**config.mk**
```make
export PLATFORM = sky130hd
export DESIGN_NAME = sdel_ram
export DESIGN_NICKNAME = d
export VERILOG_FILES = /design/src/hdl/sdel_ram.sv
export SDC_FILE = /design/constraint.sdc
export NUM_CORES = 1
export LEC_CHECK = 0
export ABC_AREA = 1
export BUFFER_PORTS_ARGS = -buffer_cell sky130_fd_sc_hd__buf_2
export CELL_PAD_IN_SITES_DETAIL_PLACEMENT = 0
export CELL_PAD_IN_SITES_GLOBAL_PLACEMENT = 1
export CORE_MARGIN = 4
export CORE_UTILIZATION = 48
export DETAILED_ROUTE_END_ITERATION = 16
export GPL_ROUTABILITY_DRIVEN = 1
export PLACE_DENSITY_LB_ADDON = 0.1
export SYNTH_ARGS = -nofsm -noshare
export SYNTH_HDL_FRONTEND = slang
export SYNTH_SLANG_ARGS = --single-unit
export TNS_END_PERCENT = 1
```
**constraint.sdc**
```tcl
create_clock -name clk -period 1.55 [get_ports clk]
set_input_delay 0.0775 -clock clk [delete_from_list [all_inputs] [get_ports clk]]
set_output_delay 0.0775 -clock clk [all_outputs]
set_load 0.02 [all_outputs]
```
**src/hdl/sdel_ram.sv**
```systemverilog
`timescale 1ns / 1ps

module sdel_ram #(
  parameter int WIDTH = 8,
  parameter int DEPTH = 16
) (
  input  logic                     clk,
  input  logic                     we,
  input  logic [$clog2(DEPTH)-1:0] addr,
  input  logic [WIDTH-1:0]         wdata,
  output logic [WIDTH-1:0]         rdata
);

  logic [WIDTH-1:0] mem [DEPTH];

  // Single port, registered read
  always_ff @(posedge clk) begin
    if (we) begin
      mem[addr] <= wdata;
    end
    rdata <= mem[addr];
  end

endmodule

```
==> results.sh <==
export IMPL_setup_ws_ns=0.523
export IMPL_die_height_um=116
export IMPL_port_buffers=21
export IMPL_path_common_cell="nand2_1"
export IMPL_firstDrtPassIters=4
export IMPL_end_kind="register"
export IMPL_ys_ff_latch=136
export IMPL_clockBufferDepth=2
export IMPL_final_util_pct=57.2
export IMPL_synth_distinct_cells=11
export IMPL_async_flop_share_pct=0
export IMPL_relSlewSlack_pct=72.5
export IMPL_die_area_um2=13400
export IMPL_overflow=0
export IMPL_finalSetupViolCount=0
export IMPL_yosysMostFrequentCell="nand2_1"
export IMPL_dr_first_iter_drc_count=226
export IMPL_post_route_min_period_ns=1.03
export IMPL_num_vias=3560
export IMPL_antenna_found_initial=0
export IMPL_crit_chain="nand2_1, nand2_1, nand2_1, nand2_1, nand2_1, nand2_1, inv_1, nand2_1"
export IMPL_dp_slack_ns=0.196
export IMPL_whs_ns=0.116
export IMPL_cts_tree="built"
export IMPL_status="finished, final reports clean"
export IMPL_p_int_mw=6.67
export IMPL_worst_pin_slew_ns=0.413
export IMPL_diodes=0
export IMPL_ios=22
export IMPL_post_drt_via_cell_ratio=4.75
export IMPL_drcViolationCount=0
export IMPL_cellLeakagePower_nw=2.85
export IMPL_htree_levels=4
export IMPL_ir_worst_vdd_mv=0.754
export IMPL_power_density_nw_per_um2=1280
export IMPL_yosysTopAreaCell="edfxtp_1"
export IMPL_grtUsageTotal_pct=19.4
export IMPL_start_util_pct=49.0
export IMPL_fmax_mhz=974
export IMPL_area_delta_synth_final_pct=16.8
export IMPL_swShare_pct=20.4
export IMPL_start_kind="register"
export IMPL_clock_skew_ns=0.00810
export IMPL_rsz0062_at_grt="false"
export IMPL_period_share_pct=66.2
export IMPL_min_path_type="input port to register"
export IMPL_synth_edff_count=128
export IMPL_ys_seq_area_share_pct=71.6
export IMPL_critPathMaxStageDelay_ns=0.37
export IMPL_ant_nets=0
export IMPL_worstPathMaxFanout=1
export IMPL_syn_area_per_cell_um2=10.2
export IMPL_power_switching_mw=1.71
export IMPL_p_clk_share_pct=44.4
export IMPL_synthFlopType="edfxtp_1"
export IMPL_cp_data_arrival_time_ns=1.32
export IMPL_synth_commonest_cells="346 x nand2_1, 128 x edfxtp_1, 21 x inv_1"
export IMPL_rows=39
export IMPL_syn_cell_area_um2=5590
export IMPL_holdBufCountCts=0
export IMPL_cts_root_buf="clkbuf_16"
export IMPL_stdcell_count=749
export IMPL_clk_latency_ns=0.41
export IMPL_wl_per_cell_um=15.7
export IMPL_post_cts_setup_buffers=0
export IMPL_grt_pass1_wl_um=18900
export IMPL_grt_start_max_net_pins=33
export IMPL_synth_area_leaders="edfxtp_1 69%, nand2_1 23%, dfxtp_1 2.9%"
export IMPL_synth_fp_nets=562
export IMPL_core_area_um2=11400
export IMPL_cts_buffers_inserted=17
export IMPL_ys_warn_count=0
export IMPL_finalHoldViolCount=0
export IMPL_critPathKind="register to register"
export IMPL_wirelength_um=11800
export IMPL_drive_gt1_share_pct=12.2
export IMPL_pwr_share_comb_pct=6.3
export IMPL_first_global_vias=3458
export IMPL_dp_cells=718
export IMPL_ctsResizeCount=0
export IMPL_routabilityCongestion=0.778
export IMPL_numClockSinks=136
export IMPL_netlist_instances=548
export IMPL_seq_power_share_pct=49.3
export IMPL_yosysTopAreaCellShare_pct=68.7
export IMPL_cp_required_ns=1.85
export IMPL_fp_dieW_um=116
export IMPL_dp_final_hpwl_um=7720
export IMPL_clk_pin_slew_ns=0.05
export IMPL_maxCapViolCount=0
export IMPL_cp_slowest_cell="edfxtp_1"
export IMPL_final_nets=608
export IMPL_final_max_slew_viol_count=0
export IMPL_fin_setup_tns_ns=0
[layout make-up]
type / count / area (µm²)
fillers: 979 / 4890
flip-flops and latches: 136 / 4000
multi-input cells: 368 / 1390
clock buffers: 28 / 517
repair buffers: 48 / 320
well taps: 143 / 179
inverters: 23 / 86.3
clock inverters: 3 / 40.0
[layout by cell type (no fill, tap or decap), drive strengths merged]
| master | instances |
|---|---|
| nand2 | 346 |
| edfxtp | 128 |
| buf | 48 |
| clkbuf | 28 |
| inv | 22 |
| nor2 | 18 |
| dfxtp | 8 |
| nand3 | 4 |
| clkinv | 3 |
| bufinv | 1 |
[through the flow]
step	cell area, µm²	total power [mW]
6_report	6530	8.39
5_1_grt	6530	8.71
4_1_cts	6530	8.47
3_5_place_dp	5980	4.74
3_3_place_gp	5980	4.74
2_1_floorplan	5590	4.52
[cell families (layout without fill, tap and decap cells)]
logic type    after synthesis  after routing  synth area share [%]
simple gates              368            368                  24.8
flops                     136            136                  71.6
buf+inv                    44            102                  3.62
[worst max-delay path: cells and delay by family (launching register included)]
family / cells / cell delay [ns]
buffers and inverters: 1 / 0.07
flip-flops: 1 / 0.37
AND/OR/NAND/NOR: 7 / 0.48
[power groups by stage]
stage	Clock, mW	Sequential (mW)	Combinational, mW
after CTS	3.80	4.14	0.535
final	3.72	4.14	0.529
after global placement	0	4.21	0.529
after detailed placement	0	4.21	0.534
after floorplan	0	4.24	0.283
after global routing	3.97	4.14	0.605
[state kept, by name (all words and copies together) (netlist names)]
register / flops
mem: 128
rdata: 8
[final timing paths]
| kind | startpoint | to | slack (ns) | depth (start not counted) |
|---|---|---|---|---|
| setup / recovery | mem[7][2] | rdata[2] | 0.52 | 8 |
| hold reg to reg | mem[8][6] | rdata[6] | 0.71 | 8 |
| hold / removal | wdata[6] | mem[15][6] | 0.12 | 1 |
| setup reg to reg | mem[7][2] | rdata[2] | 0.52 | 8 |
[layer usage]
metal	routed length, µm	vias up	global-route usage (%)
met2	5370	66	29.1
met4	174	0	7.50
met3	459	15	4.18
li1	-	1841	-
met1	5780	1638	28.0
met5	0	-	0
(Power assumes the default switching activity.)
