## src/hdl/sdel_pkg.sv

```systemverilog
`timescale 1ns / 1ps

package sdel_pkg;

  // Store and pattern sizing
  localparam int STORE_DEPTH = 1024;
  localparam int MAX_PATTERN = 8;
  localparam int ADDR_W      = $clog2(STORE_DEPTH);
  localparam int CNT_W       = $clog2(STORE_DEPTH + 1);
  localparam int PROG_W      = 4;
  localparam int PAT_IDX_W   = (MAX_PATTERN > 1) ? $clog2(MAX_PATTERN) : 1;
  localparam int BYTE_W      = 8;
  localparam int PAT_W       = 64;
  localparam int PLEN_W      = 4;
  localparam int IDX_W       = 10;
  localparam int CFG_IDX_W   = 1;
  localparam int ENTRY_W     = PROG_W + BYTE_W;

  // Commands carried by a transaction
  typedef enum logic [1:0] {
    CMD_APPEND = 2'd0,
    CMD_READ   = 2'd1,
    CMD_CLEAR  = 2'd2
  } cmd_t;

  // Configuration register indexes
  typedef enum logic [CFG_IDX_W-1:0] {
    REG_PATTERN_BYTES  = 1'b0,
    REG_PATTERN_LENGTH = 1'b1
  } cfg_reg_t;

  // Sequencer states
  typedef enum logic [2:0] {
    ST_IDLE,
    ST_PREV_WAIT,
    ST_SEARCH,
    ST_READ_WAIT,
    ST_FINISH
  } state_t;

  // Request to the candidate compare unit
  typedef struct packed {
    logic [PROG_W-1:0] q;     // progress before the new byte
    logic [PROG_W-1:0] cand;  // candidate prefix length under test
    logic [BYTE_W-1:0] c;     // new byte
  } match_req_t;

endpackage

```

## src/hdl/sdel_match.sv

```systemverilog
`timescale 1ns / 1ps

// Tests one candidate prefix length: is pattern[0..cand-1] a suffix of
// pattern[0..q-1] followed by the new byte. A zero candidate always hits.
module sdel_match (
  input  logic [sdel_pkg::PAT_W-1:0] pattern_bytes,
  input  sdel_pkg::match_req_t       req,
  output logic                       hit
);

  logic [sdel_pkg::BYTE_W-1:0]    pat [sdel_pkg::MAX_PATTERN];
  logic [sdel_pkg::BYTE_W-1:0]    exp_b [sdel_pkg::MAX_PATTERN];
  logic [sdel_pkg::PROG_W:0]      src [sdel_pkg::MAX_PATTERN];

  // Unpack pattern bytes
  always_comb begin
    for (int j = 0; j < sdel_pkg::MAX_PATTERN; j++) begin
      pat[j] = pattern_bytes[sdel_pkg::BYTE_W*j +: sdel_pkg::BYTE_W];
    end
  end

  // Per-position compare, all lanes in parallel
  always_comb begin
    hit = 1'b1;
    for (int j = 0; j < sdel_pkg::MAX_PATTERN; j++) begin
      src[j] = {1'b0, req.q} + (sdel_pkg::PROG_W+1)'(j + 1) - {1'b0, req.cand};
      if (sdel_pkg::PROG_W'(j + 1) == req.cand) begin
        exp_b[j] = req.c;
      end else begin
        exp_b[j] = pat[src[j][sdel_pkg::PAT_IDX_W-1:0]];
      end
      if ((sdel_pkg::PROG_W'(j) < req.cand) && (pat[j] != exp_b[j])) begin
        hit = 1'b0;
      end
    end
  end

endmodule

```

## config.mk

```make
export PLATFORM = sky130hd
export DESIGN_NAME = sdel_match
export DESIGN_NICKNAME = d
export VERILOG_FILES = /design/src/hdl/sdel_pkg.sv /design/src/hdl/sdel_match.sv
export SDC_FILE = /design/constraint.sdc
export NUM_CORES = 1
export LEC_CHECK = 0
export ABC_AREA = 1
export ABC_CLOCK_PERIOD_IN_PS = 3300
export BUFFER_PORTS_ARGS = -buffer_cell sky130_fd_sc_hd__buf_2
export CORE_MARGIN = 2
export CORE_UTILIZATION = 37
export DETAILED_ROUTE_END_ITERATION = 10
export GPL_ROUTABILITY_DRIVEN = 1
export GPL_TIMING_DRIVEN = 0
export PLACE_DENSITY_LB_ADDON = 0.15
export SLEW_MARGIN = 5
export SYNTH_ARGS = -nofsm -noshare
export SYNTH_HDL_FRONTEND = slang
export SYNTH_SLANG_ARGS = --single-unit
```

## constraint.sdc

```tcl
create_clock -name vclk -period 3.3
set_input_delay 0.33 -clock vclk [all_inputs]
set_output_delay 0.33 -clock vclk [all_outputs]
set_load 0.005 [all_outputs]
```

==> results of run 1 <==
-- how the worst max path moves through the flow --
stage	start	slack (ns)	end
finish	req[12]	0.04	hit
global route	req[9]	-0.10	hit
CTS	req[8]	0.003	hit
detailed placement	req[9]	-0.44	hit
global placement	req[9]	-0.46	hit
floorplan	req[8]	0.45	hit
-- logic make-up (layout without fill, tap and decap cells) --
group	Yosys count	in the layout	share of synthesized area (%)
compound gates	67	67	6.74
fa+ha+maj	11	11	2.92
buf+inv	180	267	14.0
mux	1	1	0.191
simple gates	963	963	76.1
-- layer usage --
metal  up-vias  share of wire [%]  GRT usage, %
li1       3976                  -             -
met1      3545                 43          49.0
met2       453                 41          51.4
met3        81                 10          5.49
met4         0                5.4          15.1
met5         -                  0             0
-- what timing repair did --
action	CTS	global route
cloned	0	1
pin swaps	6	17
setup endpoints to repair	1	1
endpoints found under the hold margin	0	0
setup buffers	7	2
resized for setup	113	87
-- cells in the final DEF (no fill, tap or decap), drive strengths merged, types with 7 or more instances in the layout --
master	count
buf	114
ha	9
inv	127
clkbuf	20
nand3b	18
o21ai	59
nor2	27
nand3	200
o211ai	7
nand2	715
-- power groups by stage --
stage	Combinational (mW)	Sequential, mW	Clock (mW)
3_5_place_dp	1.57	0	0
3_3_place_gp	1.56	0	0
4_1_cts	1.70	0	0
5_1_grt	2.02	0	0
6_report	1.83	0	0
2_1_floorplan	1.11	0	0
-- cell type report --
class | instances | area share [%]
plain buffers | 47 | 5.91
inverters | 133 | 8.22
multi-input cells | 1042 | 74.8
well taps | 180 | 3.53
repair buffers | 87 | 7.53
-- stage by stage --
stage                     setup WS (ns)  setup TNS [ns]
after detailed placement         -0.444          -0.444
final                            0.0405               0
after global placement           -0.460          -0.460
after floorplan                   0.455               0
after global routing             -0.103          -0.103
after CTS                       0.00264               0
-- cell usage after synthesis (all sizes together) --
master  count  area, um2
ha          9        113
nand3     200       1010
nand4       1       6.26
nor2       27        119
and2        2       12.5
o21ai      59        295
clkbuf     22       82.6
mux2i       1       10.0
a21oi       1       5.00
nand2     715       2710
inv       127        477
clkinv      6       22.5
o211ai      7       52.6
fa          2       40.0
buf        25        151
nand3b     18        135
==> run summary, run 1 <==
Max Clk Rate -> 0.307 GHz
Relative slew margins -> 43.8%
Post-Syn Area -> 5230 um2
fin util -> 46.1%
# hold bufs at CTS -> 0
CLK BUF -> 0
placed cell areas -> 5840 um2
first-pass detailed-route iteration total -> 6
area delta synth->final -> 21.9%
DIE WIDTH -> 123 um
WHS -> 1.19 ns
vias in the first global route -> 6706
total power -> 1.83 mW
Max stage delay on crit path -> 0.45 ns
Reg power frac -> 0%
NetSw -> 1.21 mW
CP max FO -> 10
top-level port count -> 81
final non-filler cell total -> 1489
first-pass GRT wire length -> 38900 um
number of sequential cells -> 0
Core Rows -> 43
WL/cell -> 17.9 um
WHS Endpoint -> hit
DRT iter0 DRCs -> 794
period utilization -> 98.8%
Setup violations, final -> 0
Routability Congestion -> 1.06
kind of critical path -> in -> out
delay-heaviest family, CP -> simple AND/OR/NAND/NOR gates
Crit. End Element -> output pin
Final Hold Viols -> 0
initial antenna violation count -> 0
Comb pwr share -> 100.0%
Lkg Pwr -> 3.89 nW
hold path start -> req[11]
n_diodes -> 0
Total GRT Usage -> 34.6%
Synth Instances -> 1222
final wirelength -> 26700 um
most frequent CP cell -> nand2_1
Max Cap Viol -> 0
core area -> 13800 um2
antenna-violating nets left -> 0
Final Slew Violations -> 0
Post-DP HPWL -> 21900 um
synth warn -> 0
Register Area -> 0 um2
crit path DAT -> 2.93 ns
Clock power frac -> 0%
Vias -> 8055
Finished Cell Area -> 6380 um2
WP depth -> 23
switch share -> 65.7%
Startpoint Class -> input port
share of post-route cells with drive strength above 1 -> 16.0%
Syn Area/Cell -> 4.28 um2
initial core utilization -> 37.9%
Tightest Hold Check Type -> in -> out
Max rail drop VDD -> 0.0828 mV
area of the multi-input gates -> 4770 um2
power density cells -> 288 nW/um2
die area -> 15100 um2
RSZ-0062 raised after global routing -> true
Die Span Y -> 123 um
pin count of the biggest net entering global routing -> 11
Remaining Overflow, GRT -> 0
internal power -> 629 uW
Unique masters post-synth -> 26
Via density -> 5.41
worst-path cell chain -> buf_2, inv_1, ha_2, fa_1, buf_6, clkbuf_4, o21ai_0, nand2_1, nand3_1, nand3_1, nand2_1, inv_1, nand2_1, nor2_1, nand2_1, nand2_1, nand2_1, inv_1, nand2_1, nor2_1, nand2_1, inv_1, buf_2
cell count after placement -> 1479
CP max-delay cell -> fa_1
post-synth net total -> 1313
WHS Path Cells -> 7
status -> completed
Fillers -> 1640
Final min period -> 3.26 ns
WP buf/inv -> 8
Seq/Total Area, Yosys -> 0%
Worst Path Required -> 2.97 ns
Slew @ Worst Pin -> 0.843 ns
number of port buffers -> 77
DR DRC count -> 0
nets@finish -> 1402
Note: power is estimated with default switching activity, not from simulation.
==> run 2, diff against run 1 <==
--- a/config.mk
+++ b/config.mk
@@ -12,7 +12,6 @@
 export CORE_UTILIZATION = 37
 export DETAILED_ROUTE_END_ITERATION = 10
 export GPL_ROUTABILITY_DRIVEN = 1
-export GPL_TIMING_DRIVEN = 0
 export PLACE_DENSITY_LB_ADDON = 0.15
 export SLEW_MARGIN = 5
 export SYNTH_ARGS = -nofsm -noshare
==> run summary, run 2 (synthesis results as in run 1) <==
status -> completed
most frequent cells in the layout -> nand2_1 (696), nand3_1 (191), inv_1 (121)
CP max FO -> 7 (-3)
CLK BUF -> 0 (unchanged)
Relative slew margins -> 70.6% (+27 points)
pin count of the biggest net entering global routing -> 32 (+21)
period utilization -> 98.6% (-0.16 points)
core area -> 13800 um2 (unchanged)
power density cells -> 280 nW/um2 (-2.8%)
Tightest Hold Check Type -> in -> out
Remaining Overflow, GRT -> 0 (unchanged)
Via density -> 5.26 (-2.8%)
kind of critical path -> in -> out
Crit. End Element -> output pin
crit path DAT -> 2.92 ns (about the same)
share of post-route cells with drive strength above 1 -> 15.7% (-0.38 points)
Register Area -> 0 um2 (unchanged)
antenna-violating nets left -> 0 (unchanged)
final wirelength -> 23600 um (-12%)
Lkg Pwr -> 4.02 nW (+3.4%)
final setup margin -> 0.0459 ns (+0.00539 ns)
DIE WIDTH -> 123 um (unchanged)
Setup violations, final -> 0 (unchanged)
number of sequential cells -> 0 (unchanged)
Slew @ Worst Pin -> 0.436 ns (-0.407 ns)
first-pass detailed-route iteration total -> 8 (+2)
area of the multi-input gates -> 4650 um2 (-2.5%)
Post-DP HPWL -> 19600 um (-10%)
Max Cap Viol -> 0 (unchanged)
Startpoint Class -> input port
initial antenna violation count -> 0 (unchanged)
Final Hold Viols -> 0 (unchanged)
die area -> 15100 um2 (unchanged)
RSZ-0062 raised after global routing -> true
nets@finish -> 1421 (+1.4%)
most frequent CP cell -> nand2_1
DRT iter0 DRCs -> 865 (+8.9%)
first-pass GRT wire length -> 35000 um (-10%)
WHS -> 1.18 ns (-0.00678 ns)
initial core utilization -> 37.9% (unchanged)
WL/cell -> 15.6 um (-13%)
number of port buffers -> 80 (+3.9%)
Core Rows -> 43 (unchanged)
DR DRC count -> 0 (unchanged)
n_diodes -> 0 (unchanged)
Routability Congestion -> 1.00 (-5.3%)
switch share -> 62.3% (-3.4 points)
Final min period -> 3.25 ns (-0.00539 ns)
Comb pwr share -> 100.0% (about the same)
commonest non-fill, non-tap cell in the layout -> nand2_1
Worst Path Required -> 2.97 ns (about the same)
Fillers -> 1618 (-1.3%)
top-level port count -> 81 (unchanged)
Vias -> 7927 (-1.6%)
DP Worst Slack -> -0.0796 ns (+0.364 ns)
Max Clk Rate -> 0.307 GHz (+0.17%)
NetSw -> 1.14 mW (-5.4%)
Die Span Y -> 123 um (unchanged)
worst-path cell chain -> buf_8, buf_6, ha_4, fa_2, clkinv_4, clkbuf_16, o21ai_1, nand2_1, nand3_1, o211ai_1, nand2_1, nand2_1, nor2_1, nand2_1, nand2_2, nand2_1, nor2_1, nand2_1, inv_1, buf_2
Max stage delay on crit path -> 0.59 ns (+0.14 ns)
Total GRT Usage -> 30.1% (-4.5 points)
Reg power frac -> 0% (unchanged)
vias in the first global route -> 6524 (-2.7%)
CP max-delay cell -> fa_2
# hold bufs at CTS -> 0 (unchanged)
Clock power frac -> 0% (unchanged)
internal power -> 690 uW (+9.8%)
area delta synth->final -> 25.1%
Final Slew Violations -> 0 (unchanged)
Max rail drop VDD -> 0.0897 mV (+8.3%)
run 2: power groups by stage:
stage / clock network (mW) / logic (mW) / registers [mW]
after global routing: 0 / 2.03 / 0
after detailed placement: 0 / 1.66 / 0
after CTS: 0 / 1.67 / 0
final: 0 / 1.83 / 0
after global placement: 0 / 1.64 / 0
after floorplan: 0 / 1.11 / 0
run 2: stage by stage:
step	std cells	TNS, ns	utilization (%)	area (um2)	power (mW)
2_1_floorplan	1222	0	-	5230	1.11
3_3_place_gp	1501	-0.0794	44.9	6210	1.64
3_5_place_dp	1501	-0.0796	44.9	6210	1.66
4_1_cts	1501	0	45.0	6220	1.67
5_1_grt	1508	-0.0972	47.3	6550	2.03
6_report	1508	0	47.3	6550	1.83
run 2: cell type report:
cell class,instances,area share (%)
Inverter,133,7.78
Multi-Input combinational cell,1042,71.0
Tap cell,180,3.44
Timing Repair Buffer,153,17.7
run 2: worst paths after layout:
path	end	startpoint	cells past startpoint	slack, ns
max	hit	req[8]	20	0.05
min	hit	req[11]	7	1.18
run 2: what timing repair did:
| action | in CTS | in global routing |
|---|---|---|
| cloned | 0 | 4 |
| gates resized for setup | 14 | 65 |
| buffers inserted | 0 | 3 |
| setup endpoints to repair | 1 | 1 |
| pin swaps | 2 | 22 |
run 2: critical path, delay by kind of cell:
kind | cells | cell delay (ns)
adder cells (fa/ha/maj) | 2 | 0.74
AO/OA/AOI/OAI | 2 | 0.30
AND/OR/NAND/NOR | 10 | 0.84
buffers and inverters | 6 | 0.68
run 2: routing by layer:
layer / part of all wire, % / global-route usage (%) / vias to the layer above
li1: - / - / 4022
met1: 45 / 45.0 / 3442
met2: 43 / 48.1 / 424
met3: 9.7 / 1.29 / 39
met4: 1.9 / 5.60 / 0
met5: 0 / 0 / -
